<file path="config.mk">
export PLATFORM = sky130hd
export DESIGN_NAME = integer_to_ascii_formatter_unit
export DESIGN_NICKNAME = d
export VERILOG_FILES = /design/src/rtl/core/itoa_pkg.sv /design/src/rtl/core/itoa_bcd.sv /design/src/rtl/core/itoa_out.sv /design/src/rtl/core/integer_to_ascii_formatter_unit.sv
export VERILOG_INCLUDE_DIRS = /design/src /design/src/rtl/core
export SDC_FILE = /design/constraint.sdc
export NUM_CORES = 1
export LEC_CHECK = 0
export BUFFER_PORTS_ARGS = -buffer_cell sky130_fd_sc_hd__buf_2
export CORE_MARGIN = 3
export CORE_UTILIZATION = 35
export DETAILED_ROUTE_END_ITERATION = 12
export HOLD_SLACK_MARGIN = 0.12
export PLACE_DENSITY = 0.51
export SLEW_MARGIN = 20
export SYNTH_ARGS = -nofsm -noshare
export SYNTH_HDL_FRONTEND = slang
export SYNTH_SLANG_ARGS = --single-unit
</file>
<file path="constraint.sdc">
create_clock -name i_clk -period 7.4 [get_ports i_clk]
set_input_delay 0.74 -clock i_clk [delete_from_list [all_inputs] [get_ports i_clk]]
set_output_delay 0.74 -clock i_clk [all_outputs]
set_load 0.03 [all_outputs]
</file>
<file path="src/rtl/core/assert_macros.svh">
// ----------------------------------------------------------------------------
// Assertion macros
// Clocked property checks, compiled out for synthesis.
// ----------------------------------------------------------------------------
`ifndef ASSERT_MACROS_SVH
`define ASSERT_MACROS_SVH

`ifndef SYNTHESIS
// prop must hold at every edge once reset is released
`define ASSERT_PROP(lbl, clk, rst_n, prop) \
    lbl: assert property (@(posedge clk) disable iff (!rst_n) prop) \
        else $error("property check failed");
// cond must never be seen at an edge once reset is released
`define ASSERT_NEVER(lbl, clk, rst_n, cond) \
    lbl: assert property (@(posedge clk) disable iff (!rst_n) !(cond)) \
        else $error("forbidden condition seen");
`else
`define ASSERT_PROP(lbl, clk, rst_n, prop)
`define ASSERT_NEVER(lbl, clk, rst_n, cond)
`endif

`endif

</file>
<file path="src/rtl/core/itoa_pkg.sv">
// ----------------------------------------------------------------------------
// itoa_pkg
// Shared types and constants of the integer to ASCII formatter.
// ----------------------------------------------------------------------------
package itoa_pkg;

    localparam int VALUE_W    = 64;
    localparam int MAG_W      = 32;
    localparam int BCD_DIGITS = 10;
    localparam int DIGIT_W    = 4;
    localparam int BCD_W      = BCD_DIGITS * DIGIT_W;
    localparam int STORE_DEPTH = 16;
    localparam int IDX_W      = 4;
    localparam int CONV_CNT_W = 5;
    localparam int CHAR_W     = 8;
    localparam int COUNT_W    = 31;
    localparam int OUT_DATA_W = 40;
    localparam int OP_W       = 2;

    localparam logic [COUNT_W-1:0] COUNT_MAX = '1;

    localparam logic [CHAR_W-1:0] CHAR_ZERO  = 8'h30;
    localparam logic [CHAR_W-1:0] CHAR_MINUS = 8'h2D;
    localparam logic [CHAR_W-1:0] CHAR_A_LO  = 8'h61;
    localparam logic [CHAR_W-1:0] CHAR_A_UP  = 8'h41;

    typedef enum logic [OP_W-1:0] {
        OP_SDEC   = 2'd0,
        OP_UDEC   = 2'd1,
        OP_HEX_LO = 2'd2,
        OP_HEX_UP = 2'd3
    } t_opcode;

    typedef enum logic [2:0] {
        S_IDLE,
        S_CONV,
        S_MOVE,
        S_STORE,
        S_SIGN,
        S_EMIT
    } t_state;

    // one character handed to the output stage
    typedef struct packed {
        logic              valid;
        logic [CHAR_W-1:0] ch;
        logic              last;
    } t_push;

    function automatic logic [CHAR_W-1:0] digit_char(input logic [DIGIT_W-1:0] d,
                                                     input t_opcode op);
        logic [CHAR_W-1:0] base;
        if (d < 4'd10) begin
            base = CHAR_ZERO;
        end else if (op == OP_HEX_UP) begin
            base = CHAR_A_UP - 8'd10;
        end else begin
            base = CHAR_A_LO - 8'd10;
        end
        return base + {{(CHAR_W-DIGIT_W){1'b0}}, d};
    endfunction

endpackage

</file>
<file path="src/rtl/core/itoa_bcd.sv">
// ----------------------------------------------------------------------------
// itoa_bcd
// Bit-serial binary to BCD converter (shift and add 3), one bit per cycle while i_step is high.
// ----------------------------------------------------------------------------
module itoa_bcd (
    input  logic                        i_clk,
    input  logic                        i_load,
    input  logic                        i_step,
    input  logic [itoa_pkg::MAG_W-1:0]  i_bin,
    output logic [itoa_pkg::BCD_W-1:0]  o_bcd
);
    import itoa_pkg::*;

    logic [MAG_W-1:0] r_bin;
    logic [BCD_W-1:0] r_bcd;
    logic [BCD_W-1:0] adj;

    // each decimal cell corrects itself before the shift
    always_comb begin
        for (int i = 0; i < BCD_DIGITS; i++) begin
            if (r_bcd[i*DIGIT_W +: DIGIT_W] >= 4'd5) begin
                adj[i*DIGIT_W +: DIGIT_W] = r_bcd[i*DIGIT_W +: DIGIT_W] + 4'd3;
            end else begin
                adj[i*DIGIT_W +: DIGIT_W] = r_bcd[i*DIGIT_W +: DIGIT_W];
            end
        end
    end

    always_ff @(posedge i_clk) begin
        if (i_load) begin
            r_bin <= i_bin;
            r_bcd <= '0;
        end else if (i_step) begin
            r_bcd <= {adj[BCD_W-2:0], r_bin[MAG_W-1]};
            r_bin <= {r_bin[MAG_W-2:0], 1'b0};
        end
    end

    assign o_bcd = r_bcd;

endmodule

</file>
<file path="src/rtl/core/itoa_out.sv">
// ----------------------------------------------------------------------------
// itoa_out
// Output register for characters with the saturating character counter.
// ----------------------------------------------------------------------------
`include "assert_macros.svh"

module itoa_out (
    input  logic                             i_clk,
    input  logic                             i_rst_n,
    input  itoa_pkg::t_push                  i_push,
    output logic                             o_can_push,
    output logic                             o_tvalid,
    input  logic                             i_tready,
    // tdata: [7:0] character, [38:8] char_count, [39] zero
    output logic [itoa_pkg::OUT_DATA_W-1:0]  o_tdata,
    output logic                             o_tlast
);
    import itoa_pkg::*;

    logic               r_valid;
    logic [CHAR_W-1:0]  r_char;
    logic               r_last;
    logic [COUNT_W-1:0] r_count;

    assign o_can_push = !r_valid || i_tready;

    always_ff @(posedge i_clk) begin
        if (!i_rst_n) begin
            r_valid <= 1'b0;
            r_count <= '0;
        end else if (i_push.valid) begin
            r_valid <= 1'b1;
            if (r_count != COUNT_MAX) begin
                r_count <= r_count + COUNT_W'(1);
            end
        end else if (i_tready) begin
            r_valid <= 1'b0;
        end
    end

    always_ff @(posedge i_clk) begin
        if (i_push.valid) begin
            r_char <= i_push.ch;
            r_last <= i_push.last;
        end
    end

    assign o_tvalid = r_valid;
    assign o_tdata  = {1'b0, r_count, r_char};
    assign o_tlast  = r_last;

    `ASSERT_NEVER(a_no_overrun, i_clk, i_rst_n, i_push.valid && r_valid && !i_tready)
    `ASSERT_PROP(a_count_step, i_clk, i_rst_n, (i_push.valid && r_count != COUNT_MAX) |=> (r_count == $past(r_count) + COUNT_W'(1)))
    `ASSERT_PROP(a_count_live, i_clk, i_rst_n, r_valid |-> (r_count != '0))

endmodule

</file>
<file path="src/rtl/core/integer_to_ascii_formatter_unit.sv">
// Hex items go from acceptance straight to the nibble store; decimal items pass the BCD converter first.
// Throughput: one character per cycle while the output register can take it; the next item is taken the cycle
//   after the last character enters the output register.
// Rate is set by the 32-step bit-serial BCD converter (decimal only) and the nibble store pass.
// Reset (i_rst_n low, synchronous) clears control state and the character count.
// ----------------------------------------------------------------------------
// integer_to_ascii_formatter_unit
// Formats an integer as decimal or hex ASCII text, one character per transaction.
// ----------------------------------------------------------------------------
`include "assert_macros.svh"

module integer_to_ascii_formatter_unit (
    input  logic                             i_clk,
    input  logic                             i_rst_n,
    input  logic                             i_tvalid,
    output logic                             o_tready,
    // tdata: [63:0] value
    input  logic [itoa_pkg::VALUE_W-1:0]     i_tdata,
    // tuser: [1:0] opcode
    input  logic [itoa_pkg::OP_W-1:0]        i_tuser,
    output logic                             o_tvalid,
    input  logic                             i_tready,
    // tdata: [7:0] character, [38:8] char_count, [39] zero
    output logic [itoa_pkg::OUT_DATA_W-1:0]  o_tdata,
    output logic                             o_tlast
);
    import itoa_pkg::*;

    t_state                 r_state, n_state;
    t_opcode                r_op;
    logic                   r_neg;
    logic [VALUE_W-1:0]     r_work;
    logic [CONV_CNT_W-1:0]  r_cnt;
    logic [IDX_W-1:0]       r_top;
    logic [DIGIT_W-1:0]     r_digits [STORE_DEPTH];

    logic                   accept;
    t_opcode                in_op;
    logic [MAG_W-1:0]       in_lo;
    logic                   in_neg;
    logic [MAG_W-1:0]       in_mag;
    logic [BCD_W-1:0]       bcd;
    logic                   bcd_load;
    logic                   bcd_step;
    logic                   can_push;
    t_push                  push;
    logic [DIGIT_W-1:0]     nib;
    logic                   store_last;
    logic [IDX_W-1:0]       n_top_store;

    assign o_tready = (r_state == S_IDLE);
    assign accept   = i_tvalid && o_tready;
    assign in_op    = t_opcode'(i_tuser);
    assign in_lo    = i_tdata[MAG_W-1:0];
    assign in_neg   = (in_op == OP_SDEC) && in_lo[MAG_W-1];
    assign in_mag   = in_neg ? (~in_lo + MAG_W'(1)) : in_lo;

    assign nib         = r_work[DIGIT_W-1:0];
    assign store_last  = (r_cnt[IDX_W-1:0] == IDX_W'(STORE_DEPTH - 1));
    assign n_top_store = (nib != '0) ? r_cnt[IDX_W-1:0] : r_top;

    itoa_bcd u_bcd (
        .i_clk  (i_clk),
        .i_load (bcd_load),
        .i_step (bcd_step),
        .i_bin  (in_mag),
        .o_bcd  (bcd)
    );

    itoa_out u_out (
        .i_clk      (i_clk),
        .i_rst_n    (i_rst_n),
        .i_push     (push),
        .o_can_push (can_push),
        .o_tvalid   (o_tvalid),
        .i_tready   (i_tready),
        .o_tdata    (o_tdata),
        .o_tlast    (o_tlast)
    );

    // next state
    always_comb begin
        n_state = r_state;
        case (r_state)
            S_IDLE: begin
                if (accept) begin
                    n_state = in_op[1] ? S_STORE : S_CONV;
                end
            end
            S_CONV: begin
                if (r_cnt == CONV_CNT_W'(MAG_W - 1)) begin
                    n_state = S_MOVE;
                end
            end
            S_MOVE: begin
                n_state = S_STORE;
            end
            S_STORE: begin
                if (store_last) begin
                    n_state = r_neg ? S_SIGN : S_EMIT;
                end
            end
            S_SIGN: begin
                if (can_push) begin
                    n_state = S_EMIT;
                end
            end
            S_EMIT: begin
                if (can_push && r_top == '0) begin
                    n_state = S_IDLE;
                end
            end
            default: begin
                n_state = S_IDLE;
            end
        endcase
    end

    // outputs of the sequencer
    always_comb begin
        bcd_load   = accept && !in_op[1];
        bcd_step   = (r_state == S_CONV);
        push.valid = ((r_state == S_SIGN) || (r_state == S_EMIT)) && can_push;
        push.ch    = (r_state == S_SIGN) ? CHAR_MINUS : digit_char(r_digits[r_top], r_op);
        push.last  = (r_state == S_EMIT) && (r_top == '0);
    end

    always_ff @(posedge i_clk) begin
        if (!i_rst_n) begin
            r_state <= S_IDLE;
            r_op    <= OP_SDEC;
            r_neg   <= 1'b0;
            r_cnt   <= '0;
            r_top   <= '0;
        end else begin
            r_state <= n_state;
            case (r_state)
                S_IDLE: begin
                    if (accept) begin
                        r_op  <= in_op;
                        r_neg <= in_neg;
                        r_cnt <= '0;
                        r_top <= '0;
                    end
                end
                S_CONV: begin
                    r_cnt <= r_cnt + CONV_CNT_W'(1);
                end
                S_MOVE: begin
                    r_cnt <= '0;
                end
                S_STORE: begin
                    r_top <= n_top_store;
                    r_cnt <= r_cnt + CONV_CNT_W'(1);
                end
                S_EMIT: begin
                    if (can_push && r_top != '0) begin
                        r_top <= r_top - IDX_W'(1);
                    end
                end
                default: begin
                end
            endcase
        end
    end

    // nibble shift register feeding the digit store
    always_ff @(posedge i_clk) begin
        if (accept) begin
            r_work <= i_tdata;
        end else if (r_state == S_MOVE) begin
            r_work <= {{(VALUE_W-BCD_W){1'b0}}, bcd};
        end else if (r_state == S_STORE) begin
            r_work <= {{DIGIT_W{1'b0}}, r_work[VALUE_W-1:DIGIT_W]};
        end
    end

    always_ff @(posedge i_clk) begin
        if (r_state == S_STORE) begin
            r_digits[r_cnt[IDX_W-1:0]] <= nib;
        end
    end

    `ASSERT_PROP(a_conv_decimal, i_clk, i_rst_n, (r_state == S_CONV) |-> (r_op == OP_SDEC || r_op == OP_UDEC))
    `ASSERT_PROP(a_neg_signed, i_clk, i_rst_n, r_neg |-> (r_op == OP_SDEC))
    `ASSERT_PROP(a_last_ends, i_clk, i_rst_n, (push.valid && push.last) |=> (r_state == S_IDLE))

endmodule

</file>
Yosys cells after proc, flatten, opt, wreduce, memory -nomap -nowiden
Memories as Yosys holds them, arrays and structs flattened. A register that Yosys moved wholly into a read port is not among the register bits. Cells that the tools add are included.

Flip-flop bits (word level): 192. RAM bits: 64. Input bits: 70. Word-level logic and storage cells: 121. Memories: 1.

Memories: r_digits (depth 16, width 4, rd ports 1, clocked after Yosys merged registers in 1, wr ports 1, RTL line integer_to_ascii_formatter_unit.sv:35) `logic [DIGIT_W-1:0] r_digits [STORE_DEPTH];`.

Add/sub/neg operators: 15. Magnitude comparators: 11. Eq/ne operators: 16. Multiplexer cells: 38. Bitwise logic cells: 1. Reduce and logical (&&, ||, !) cells: 27.

Operators with widths (count): two-way mux 64 bit (3); two-way mux 32 bit (3); two-way mux 4 bit (14); >= comparator 4 x 3 -> 1 bit (second input constant) (10); adder 4 x 2 -> 4 bit (second input constant) (9); adder 32 x 1 -> 32 bit (second input constant) (1); inverter 32 bit (1); adder 31 x 1 -> 31 bit (second input constant) (1); inequality test 31 bit (second input constant) (1); two-way mux 3 bit (6); case mux 3 bit (6 select lines) (1); case mux 5 bit (3 select lines) (1); two-way mux 7 bit (2); case mux 4 bit (3 select lines) (1); nonzero test 3 bit (3); adder 8 x 4 -> 8 bit (1); inequality test 2 bit (second input constant) (4); nonzero test 4 bit (2); logical AND 1 bit (7); equality test 3 x 2 -> 1 bit (second input constant) (2); equality test 3 bit (second input constant) (2); inequality test 2 x 1 -> 1 bit (second input constant) (3); AND reduction 2 bit (3); adder 5 x 1 -> 5 bit (second input constant) (1); other kinds (19) (26).

Depth between registers and ports, before layout
Gate-level depths: netlist of the first run.

Depth after elaboration: 7. Gate-level depth with buffers: 13. Mapped depth without buffers: 10.

Hierarchy
From an unflattened synthesis of the first run, not the netlist that was laid out.

Cell total of the unflattened synthesis: 1241. Area total of the unflattened synthesis: 13217.7 um2.

By module, submodules not included: integer_to_ascii_formatter_unit (times used 1, cells each 658, area each 7478.4 um2, sequential area each 4224.1 um2); itoa_bcd (times used 1, cells each 374, area each 3788.6 um2, sequential area each 1761.7 um2); itoa_out (times used 1, cells each 209, area each 1950.6 um2, sequential area each 910.9 um2).

Least setup slack after synthesis of the first run
OpenSTA, ideal clock, no wires.

Kind: reg-to-reg. From: reg r_state[2]. To: reg u_bcd.r_bin[0], enable pin. Library setup time: 0.389 ns. Arrival: 2.424 ns. Required time: 7.011 ns. Slack: 4.586 ns. Stages on the path, launching flop included: 8. Buffers on the path: 3. Clock period less this slack: 2.814 ns. Path through: dfxtp_1 nor3_2 and2_0 clkbuf_1 nand2b_1 clkbuf_1 clkbuf_1 nand2_1.

Cells in the longest elaborated chain, start to end: 4. Elaborated cells between the ends (all ways): 5.

RTL lines: start, declared (RTL line integer_to_ascii_formatter_unit.sv:29) `t_state r_state, n_state;`; start signal, assigned (RTL line integer_to_ascii_formatter_unit.sv:136) `r_state <= n_state;`; zero test 3 bit (RTL line integer_to_ascii_formatter_unit.sv:51) `assign o_tready = (r_state == S_IDLE);`; net o_tready (RTL line integer_to_ascii_formatter_unit.sv:16) `output logic o_tready,`; logical AND 1 bit (RTL line integer_to_ascii_formatter_unit.sv:52) `assign accept = i_tvalid && o_tready;`; logical AND 1 bit (RTL line integer_to_ascii_formatter_unit.sv:121) `bcd_load = accept && !in_op[1];`; nonzero test 2 bit (no line); end signal, assigned (RTL line itoa_bcd.sv:31) `r_bin <= i_bin;`; end signal, assigned (RTL line itoa_bcd.sv:35) `r_bin <= {r_bin[MAG_W-2:0], 1'b0};`; end, declared (RTL line itoa_bcd.sv:14) `logic [MAG_W-1:0] r_bin;`.

The timed path passes the listed nets, and every way through them passes these cells. A chain may end at the register's enable or synchronous reset.

==> results of run 1 <==
cells in the mapped netlist (2+ instances only):
cell / instances
o21a_1: 4
nand3_1: 79
nor3_1: 18
nand2b_1: 22
nand4_1: 11
a22oi_1: 5
nor2b_1: 7
o31ai_1: 6
nand2_1: 156
or2_1: 3
buf_4: 2
nor3_2: 2
buf_6: 2
o21ai_1: 3
or3_1: 4
edfxtp_1: 169
mux2i_1: 22
mux4_2: 4
inv_1: 34
a21boi_0: 4
o21ai_0: 124
dfxtp_1: 91
nand3b_1: 2
and3_1: 13
clkbuf_1: 44
a211oi_1: 6
buf_1: 4
ha_1: 30
a31oi_1: 4
nor3b_1: 16
a21oi_1: 74
nand4b_1: 2
buf_2: 10
o41ai_1: 2
and2_1: 4
nor4_1: 5
xor2_1: 31
xnor2_1: 38
nor2_1: 118
and4_1: 6
or2_2: 3
and2b_2: 2
mux4_1: 13
logic make-up (layout without fill, tap and decap cells):
kind of cell,count (synthesis),count (layout)
AND/OR/NAND/NOR,479,479
other,1,2
XOR/XNOR,69,69
adder cells (fa/ha/maj),31,31
AO/OA/AOI/OAI,242,242
flip-flops,260,260
buffers and inverters,101,210
multiplexers,39,39
worst max-delay path: stages, from the launching register on:
cell and delay [ns]:
dfxtp_1 0.86, mux4_1 0.64, a22oi_1 0.23, and3_1 0.32
a21oi_2 0.11, ha_1 0.29, a21oi_1 0.28, and4_4 0.28
o311ai_4 0.09
metal layers:
layer | part of all wire | global-route usage | wire length [µm] | vias up
met4 | 0.015 | 0.02984 | 463 | 0
met3 | 0.038 | 0.02026 | 1139 | 34
met1 | 0.45 | 0.2075 | 13650 | 4317
met2 | 0.50 | 0.2679 | 14970 | 139
li1 | - | - | - | 4548
met5 | 0 | 0 | 0 | -
layout make-up:
cell class	count	area, µm²	area share
Inverter	36	137.6	0.009476
Multi-Input combinational cell	862	5298	0.3647
Sequential cell	260	6897	0.4748
Timing Repair Buffer	118	608.1	0.04187
Clock inverter	22	207.7	0.01430
Tap cell	455	569.3	0.03920
Clock buffer	34	807.0	0.05557
worst paths after layout:
| kind | slack [ns] | start | endpoint | cells after the start |
|---|---|---|---|---|
| setup / recovery | 4.04 | register | u_out.r_char[5] | 8 |
| hold / removal | 0.46 | i_tdata[47] | r_work[47] | 3 |
| setup reg to reg | 4.04 | register | u_out.r_char[5] | 8 |
| hold reg to reg | 0.47 | r_neg | r_neg | 2 |
per-stage QoR:
stage | utilization | instances
floorplan | - | 1223
global placement | 0.3852 | 1731
detailed placement | 0.3852 | 1731
CTS | 0.4142 | 1787
global route | 0.4143 | 1787
finish | 0.4143 | 1787
layout by cell type (no fill, tap or decap), types with 5 or more instances in the layout:
cell type	instances
edfxtp_1	169
nand2_1	156
o21ai_0	124
nor2_1	118
buf_2	111
dfxtp_1	91
nand3_1	79
a21oi_1	74
xnor2_1	38
inv_1	34
xor2_1	31
clkbuf_16	31
ha_1	30
mux2i_1	22
nand2b_1	19
nor3_1	18
nor3b_1	16
mux4_1	13
and3_1	13
nand4_1	11
nor2b_1	7
clkinv_2	7
buf_4	7
and4_1	6
o31ai_1	6
a211oi_1	6
clkinvlp_4	6
a22oi_1	5
nor4_1	5
power by group through the flow:
stage | sequential (µW) | clock [µW] | combinational (µW)
after floorplan | 2300 | 0 | 1170
after global placement | 2410 | 0 | 1420
after detailed placement | 2420 | 0 | 1440
after CTS | 2400 | 1530 | 1450
after global routing | 2450 | 1590 | 1630
final | 2390 | 1490 | 1420
sequential cells by signal (all words and copies together), names as in the netlist, named ones only:
signal	flops
r_digits	64
r_work	64
u_bcd.o_bcd	40
u_bcd.r_bin	32
u_out.r_count	31
u_out.r_char	8
r_cnt	5
r_top	4
r_state	3
r_op	2
r_neg	1
u_out.o_tlast	1
u_out.o_tvalid	1
==> impl_metrics.csv, run 1 <==
group,metric,value,unit
setup_path,crit_path_end_kind,"register",
sta,finalCriticalPeriod,3.363,ns
detailed_routing,wl_per_cell,16.91,µm
detailed_routing,ant_nets,0,
place,place.gp.congestion,0.7917,
sta,worstMarginPinSlew,1.039,ns
power_and_ir_drop,clockPowerShare,0.281,
finish,fill_cells,3417,
sta,skew,0.01178,ns
yosys,synth-simple-area-share,0.1800,
die,start_util,0.3598,
finish,area_growth,15.15,%
run,max_cap_violations,0,
clocking,cts_tree,"built",
setup_path,cp.arrival,3.64,ns
yosys,synth_cells,1222,
clocking,cts_resized,0,
power_and_ir_drop,power.density,365.3,mW/mm²
sta,hold_ws,0.4629,ns
yosys,synth_top_area_frac,0.4023,
sta,setup_ws,4.037,ns
detailed_routing,drc,0,
sta,final_max_slew_viol_count,0,
yosys,yosysWarnings,0,
yosys,yosys-mux-area-fraction,0.05168,
place,dpl_cell_area,0.01350,mm²
detailed_routing,via_per_inst,5.058,
clocking,cts-root-buf,"clkbuf_16",
power_and_ir_drop,p_int,3563,µW
power_and_ir_drop,p_total,5306,µW
min_path,hold_class,"primary input to register",
clocking,cts.sinks,260,
die,num_rows,68,
power_and_ir_drop,p_leak,0.005373,µW
setup_path,crit_required,7.68,ns
clocking,cts_hold_buf,0,
place,dp.final_hpwl,20890,µm
status,outcome,"finished, final reports clean",
yosys,synth_edf_count,169,
sta,fmax,297.4,MHz
place,place_worst_setup_slack,3.977,ns
clocking,clk_pin_slew,0.06,ns
sta,fin_crit_sh,0.4544,
yosys,yosys_most_used_dff,"edfxtp_1",
detailed_routing,first_iter_violations,463,
clocking,clk_path_buf_depth,3,
sta,setup-violations-final,0,
power_and_ir_drop,pwr-share-seq,0.451,
die,die_h,195.8,µm
sta,final-hold-violation-count,0,
finish,num_antenna_cells,0,
yosys,yosys-top-cells-area,"edfxtp_1 40%, dfxtp_1 14%, o21ai_0 4.9%, nand2_1 4.6%, nor2_1 3.5%",
yosys,synth_top_family_by_area,"simple AND/OR/NAND/NOR gates",
yosys,syn_area,0.01261,mm²
grt,grt_pass1_vias,8859,
grt,grt_util_all_layers,0.1540,
yosys,ys_seq_elements,260,
power_and_ir_drop,swShare,0.3284,
finish,num-nets-final,1409,
grt,antenna_found_initial,0,
grt,grt_pass1_wl,48150,µm
die,die_w,195.8,µm
power_and_ir_drop,pwr-share-comb,0.268,
power_and_ir_drop,worst_ir_drop_vdd,0.0001859,V
finish,drive_gt1_frac,0.1456,
yosys,synth.distinct_cells,66,
sta,setup_tns,0,ns
die,ios,113,
clocking,cts_setup_buffers,0,
die,dieArea,0.03835,mm²
grt,grt_max_degree,106,
yosys,synth_adder_area_share,0.03135,
power_and_ir_drop,power_switching,1742,µW
setup_path,crit_fanout,16,
place,port_buffers,111,
yosys,yosys.area.top_type,"edfxtp_1",
clocking,clk_latency,0.55,ns
grt,grt.overflow.total,0,
detailed_routing,drt_pass1_iterations,5,
yosys,synth_xor_area_frac,0.04791,
sta,relSlewSlack,0.3075,
sta,rsz0062_at_grt,"false",
clocking,numCtsBuffers,30,
detailed_routing,wirelength,30220,µm
yosys,yosysSeqAreaShare,0.5468,
finish,fin_area,0.01452,mm²
yosys,synth_compound_area_frac,0.1067,
setup_path,worst-setup-path-type,"register to register",
clocking,htree_levels,1,
die,core_area,0.03505,mm²
setup_path,crit_path_start_kind,"register",
yosys,asyncSetResetFlopFracSynth,0,
detailed_routing,vias,9038,
yosys,avgSynthCellArea,10.32,µm²
Power figures use the tool's default switching activity.
==> run 2: changes to the inputs <==
ABC_AREA = 1   (was unset)
clock period = 3.3 ns   (was 7.4 ns; I/O delays follow)
==> impl_metrics.csv, run 2 <==
group,metric,value,unit
min_path,hold_depth,3,
finish,multi_input_area,0.005386,mm²
finish,drive_gt1_frac,0.1258,
sta,fmax,375.1,MHz
setup_path,r2r_slack,0.63,ns
place,place_worst_setup_slack,0.6809,ns
detailed_routing,drc,0,
yosys,synthTopCellsByCount,"352 x nand2_1, 169 x edfxtp_1, 151 x inv_1, 132 x nor2_1, 131 x o21ai_0",
run,max_cap_violations,0,
finish,fill_cells,3673,
setup_path,r2r-end,"u_out.r_char[4]",
status,outcome,"finished, final reports clean",
clocking,htree_levels,1,
power_and_ir_drop,worst_ir_drop_vdd,0.0005121,V
setup_path,crit_path_end_kind,"register",
die,die_w,200.1,µm
setup_path,worst-setup-path-type,"register to register",
die,start_util,0.3574,
place,place.gp.congestion,0.8580,
clocking,clk_latency,0.57,ns
sta,skew,0.01824,ns
yosys,ys_seq_elements,260,
sta,fin_crit_sh,0.8080,
power_and_ir_drop,p_leak,0.006143,µW
clocking,clk_pin_slew,0.06,ns
die,num_rows,70,
setup_path,reg2reg_depth,14,
place,dp_cells,2110,
place,port_buffers,111,
detailed_routing,wl_per_cell,15.58,µm
grt,grt.overflow.total,0,
yosys,syn_area,0.01318,mm²
grt,grt_util_all_layers,0.1685,
finish,final_cell_mix,"350 x nand2_1, 169 x edfxtp_1, 150 x inv_1, 131 x o21ai_0, 129 x nor2_1",
clocking,cts-root-buf,"clkbuf_16",
finish,area_growth,18.39,%
grt,grt_pass1_vias,10390,
yosys,yosysWarnings,0,
sta,final_max_slew_viol_count,0,
finish,num_antenna_cells,0,
yosys,synth_cells,1539,
sta,setup_tns,0,ns
detailed_routing,via_per_inst,4.902,
sta,setup-violations-final,0,
detailed_routing,drt_pass1_iterations,7,
setup_path,crit_required,3.60,ns
sta,finalCriticalPeriod,2.666,ns
min_path,hold_class,"primary input to register",
yosys,yosys.area.top_type,"edfxtp_1",
yosys,yosysMostFrequentCell,"nand2_1",
detailed_routing,first_iter_violations,601,
yosys,yosysSeqAreaShare,0.5233,
die,dieArea,0.04002,mm²
power_and_ir_drop,p_total,13950,µW
min_path,hold_start,"i_tdata[35]",
finish,num-nets-final,1770,
yosys,yosys-top-cells-area,"edfxtp_1 39%, dfxtp_1 14%, nand2_1 10%, o21ai_0 5.0%, a21oi_1 4.8%",
min_path,hold_path_end,"r_work[35]",
yosys,yosys_most_used_dff,"edfxtp_1",
place,dp.final_hpwl,23940,µm
sta,worstMarginPinSlew,1.001,ns
sta,setup_ws,0.6337,ns
die,die_h,200.1,µm
finish,seq_area,0.006897,mm²
setup_path,crit_path_start_kind,"register",
detailed_routing,ant_nets,0,
detailed_routing,vias,10770,
sta,relSlewSlack,0.3320,
finish,final_common_cell,"nand2_1",
clocking,cts_setup_buffers,0,
yosys,synth_top_area_frac,0.3850,
clocking,numCtsBuffers,30,
clocking,cts.sinks,260,
detailed_routing,wirelength,34230,µm
die,core_area,0.03687,mm²
clocking,clk_path_buf_depth,3,
grt,grt_pass1_wl,54810,µm
finish,layout.cells.non_filler,2197,
grt,antenna_found_initial,1,
sta,final-hold-violation-count,0,
clocking,cts_tree,"built",
yosys,avgSynthCellArea,8.564,µm²
power_and_ir_drop,power.density,893.8,mW/mm²
yosys,synth_edf_count,169,
yosys,asyncSetResetFlopFracSynth,0,
setup_path,crit_fanout,32,
die,ios,113,
sta,rsz0062_at_grt,"false",
grt,grt_max_degree,68,
setup_path,cp.arrival,2.97,ns
yosys,synth.distinct_cells,48,
-- run 2: cell count changes in the layout (fill, tap and decap cells not counted), moves of 12 or more --
cell           delta
a21oi_1          +52
dlygate4sd3_1    +31
mux4_1           -13
a22o_1           +20
mux2i_1          -22
nand3_1          +12
nand2b_1         -19
inv_1           +116
xnor2_1          -34
and3_1           -12
nor3b_1          -13
nand2_1         +194
-- run 2: cell type report --
cell class | count | area share
clock inverters | 18 | 0.01812
repair buffers | 161 | 0.06543
well taps | 504 | 0.04041
clock buffers | 38 | 0.05004
multi-input cells | 1056 | 0.3452
flip-flops and latches | 260 | 0.4420
inverters | 160 | 0.03881
-- run 2: stage by stage --
| stage | util | hold slack (ns) | instance area [µm²] |
|---|---|---|---|
| 4_1_cts | 0.4232 | 0.1234 | 15600 |
| 5_1_grt | 0.4232 | 0.1617 | 15600 |
| 3_5_place_dp | 0.3859 | 0.4672 | 14230 |
| 2_1_floorplan | - | 0.4384 | 13180 |
| 3_3_place_gp | 0.3859 | 0.4589 | 14230 |
| 6_report | 0.4232 | 0.1390 | 15600 |
-- run 2: critical path: stages (launching register included) --
cell,delay [ns]
dfxtp_1,0.37
buf_4,0.33
nand2_1,0.08
nand2_1,0.08
nand2_1,0.05
nand3_1,0.08
nand3_1,0.10
nand2_1,0.14
nand2_1,0.15
nand2_2,0.18
ha_1,0.19
inv_1,0.05
fa_1,0.41
nand2_1,0.10
a21oi_1,0.06
-- run 2: what timing repair did --
action	4_1_cts	5_1_grt
hold buffers	31	0
gates resized for setup	0	0
endpoints found under the hold margin	31	0
-- run 2: worst max-delay path by stage --
stage	from	endpoint	slack [ns]	cells past startpoint
final	register	u_out.r_char[4]	0.63	14
after global routing	register	u_out.r_char[2]	0.38	14
after CTS	register	u_out.r_char[4]	0.67	14
after detailed placement	register	u_out.r_char[4]	0.68	14
after global placement	register	u_out.r_char[4]	0.79	14
after floorplan	r_state[2]	r_work[0]	0.35	8
-- run 2: cells by family (layout without fill, tap and decap cells) --
kind of cell | Yosys count | after routing | synth area share
other | 1 | 2 | 0.0002845
adder cells (fa/ha/maj) | 31 | 31 | 0.03000
XOR/XNOR | 41 | 41 | 0.02724
buffers and inverters | 224 | 377 | 0.07015
flip-flops | 260 | 260 | 0.5233
AND/OR/NAND/NOR | 646 | 646 | 0.2069
AO/OA/AOI/OAI | 336 | 336 | 0.1421
-- run 2: where the power goes --
part / internal (µW) / total (µW) / switching, µW / leakage (µW)
clock: 2220 / 3570 / 1350 / 0.000510
sequential: 5020 / 5490 / 466 / 0.00231
combinational: 1560 / 4890 / 3330 / 0.00332
-- run 2: routing by layer --
layer  track usage  part of all wire  wire (µm)
met3       0.02551             0.037       1278
met1        0.2254              0.46      15910
met4       0.03748             0.019        655
met5             0                 0          0
met2        0.2905              0.48      16390
==> run 3: changes to the inputs <==
PLACE_DENSITY = 0.52   (was 0.51)
clock period = 2.35 ns   (was 3.3 ns; I/O delays follow)
==> impl_metrics.csv, run 3 (synthesized netlist as in run 2, its figures left out) <==
group,metric,value,unit
finish,final_cell_mix,"344 x nand2_1, 169 x edfxtp_1, 147 x inv_1, 129 x nor2_1, 129 x o21ai_0",
grt,grt_util_all_layers,0.1699,
clocking,cts-root-buf,"clkbuf_16",
setup_path,worst-setup-path-type,"register to register",
sta,setup-violations-final,0,
clocking,cts_tree,"built",
detailed_routing,wirelength,34950,µm
sta,fmax,440.7,MHz
place,place_worst_setup_slack,-0.01729,ns
die,die_w,200.1,µm
sta,relSlewSlack,0.5993,
finish,final_common_cell,"nand2_1",
detailed_routing,via_per_inst,4.901,
grt,grt_pass1_vias,10760,
sta,skew,0.01420,ns
finish,drive_gt1_frac,0.1546,
clocking,clk_pin_slew,0.06,ns
detailed_routing,first_iter_violations,663,
grt,grt.overflow.total,0,
power_and_ir_drop,worst_ir_drop_vdd,0.0006704,V
min_path,hold_class,"primary input to register",
die,dieArea,0.04002,mm²
sta,worstMarginPinSlew,0.5965,ns
setup_path,crit_path_end_kind,"register",
sta,rsz0062_at_grt,"true",
grt,grt_pass1_wl,55010,µm
grt,grt_max_degree,56,
clocking,cts.sinks,260,
clocking,htree_levels,1,
die,core_area,0.03687,mm²
die,num_rows,70,
detailed_routing,ant_nets,0,
setup_path,crit_path_start_kind,"register",
setup_path,cp.arrival,2.57,ns
status,outcome,"finished, final reports clean",
finish,num-nets-final,1849,
finish,area_growth,24.26,%
run,max_cap_violations,0,
sta,final_max_slew_viol_count,0,
sta,setup_tns,0,ns
power_and_ir_drop,p_leak,0.006514,µW
detailed_routing,wl_per_cell,15.36,µm
clocking,clk_path_buf_depth,3,
die,start_util,0.3574,
sta,final-hold-violation-count,0,
sta,setup_ws,0.08086,ns
die,ios,113,
grt,antenna_found_initial,0,
detailed_routing,vias,11160,
sta,fin_crit_sh,0.9656,
place,dp.final_hpwl,24940,µm
setup_path,crit_required,2.65,ns
place,port_buffers,111,
die,die_h,200.1,µm
power_and_ir_drop,power.density,1238,mW/mm²
clocking,numCtsBuffers,30,
sta,finalCriticalPeriod,2.269,ns
finish,layout.cells.non_filler,2276,
detailed_routing,drc,0,
detailed_routing,drt_pass1_iterations,5,
clocking,clk_latency,0.56,ns
setup_path,crit_fanout,7,
finish,num_antenna_cells,0,
place,dp_cells,2150,
place,place.gp.congestion,0.8258,
run 3: changes by cell type in the layout (fill, tap and decap cells not counted), sizes merged:
cell / previous run / this run
bufinv: 7 / 4
clkinv: 9 / 10
clkbuf: 38 / 41
clkinvlp: 3 / 5
dlygate4sd3: 31 / 65
buf: 130 / 172
run 3: final timing paths:
| path | start | to | slack (ns) | cells after the start |
|---|---|---|---|---|
| worst max-delay path | register | u_out.r_char[1] | 0.08 | 10 |
| worst min-delay path | i_tdata[7] | r_work[7] | 0.14 | 3 |
| worst max register to register | register | u_out.r_char[1] | 0.08 | 10 |
| worst min register to register | r_cnt[4] | r_cnt[4] | 0.47 | 2 |
run 3: layer usage:
metal  GRT usage  routed length (µm)
met5           0                   0
met4     0.05557                1084
met3     0.02232                1275
met2      0.2908               16860
met1      0.2238               15730
run 3: worst max-delay path, stage by stage (launching register included):
cell and delay, ns:
dfxtp_4 0.49, clkbuf_16 0.19, nand2_1 0.05, a32o_1 0.23, o211ai_1 0.18, nand2_1 0.09
inv_2 0.07, ha_4 0.12, inv_2 0.03, fa_2 0.51, nor2_1 0.04
run 3: layout make-up:
cell class | count | area (µm²)
Clock inverter | 17 | 188.9
Multi-Input combinational cell | 1056 | 5444
Sequential cell | 260 | 6900
Tap cell | 504 | 630.6
Clock buffer | 39 | 815.8
Timing Repair Buffer | 239 | 1770
Timing Repair inverter | 1 | 8.758
Inverter | 160 | 618.1
Fill cell | 3641 | 20500
run 3: what timing repair did:
item | CTS | global route
gates cloned | 0 | 3
setup buffers | 0 | 2
gates resized for setup | 2 | 30
hold buffers | 65 | 0
endpoints found under the hold margin | 92 | 0
endpoints found under the setup margin | 3 | 6
pin swaps | 0 | 6
run 3: power breakdown:
part	internal (µW)	switching (µW)
logic	2880	4940
clock network	2870	1860
registers	7050	672
total	12800	7470
run 3: through the flow:
step / total power [µW] / cell area [µm²] / hold slack, ns / utilization
3_5_place_dp: 15120 / 14560 / 0.4621 / 0.3947
4_1_cts: 20050 / 16210 / 0.1211 / 0.4397
6_report: 20270 / 16380 / 0.1379 / 0.4441
5_1_grt: 21780 / 16380 / 0.1636 / 0.4441
3_3_place_gp: 14970 / 14560 / 0.4601 / 0.3947
2_1_floorplan: 12710 / 13190 / 0.3699 / -
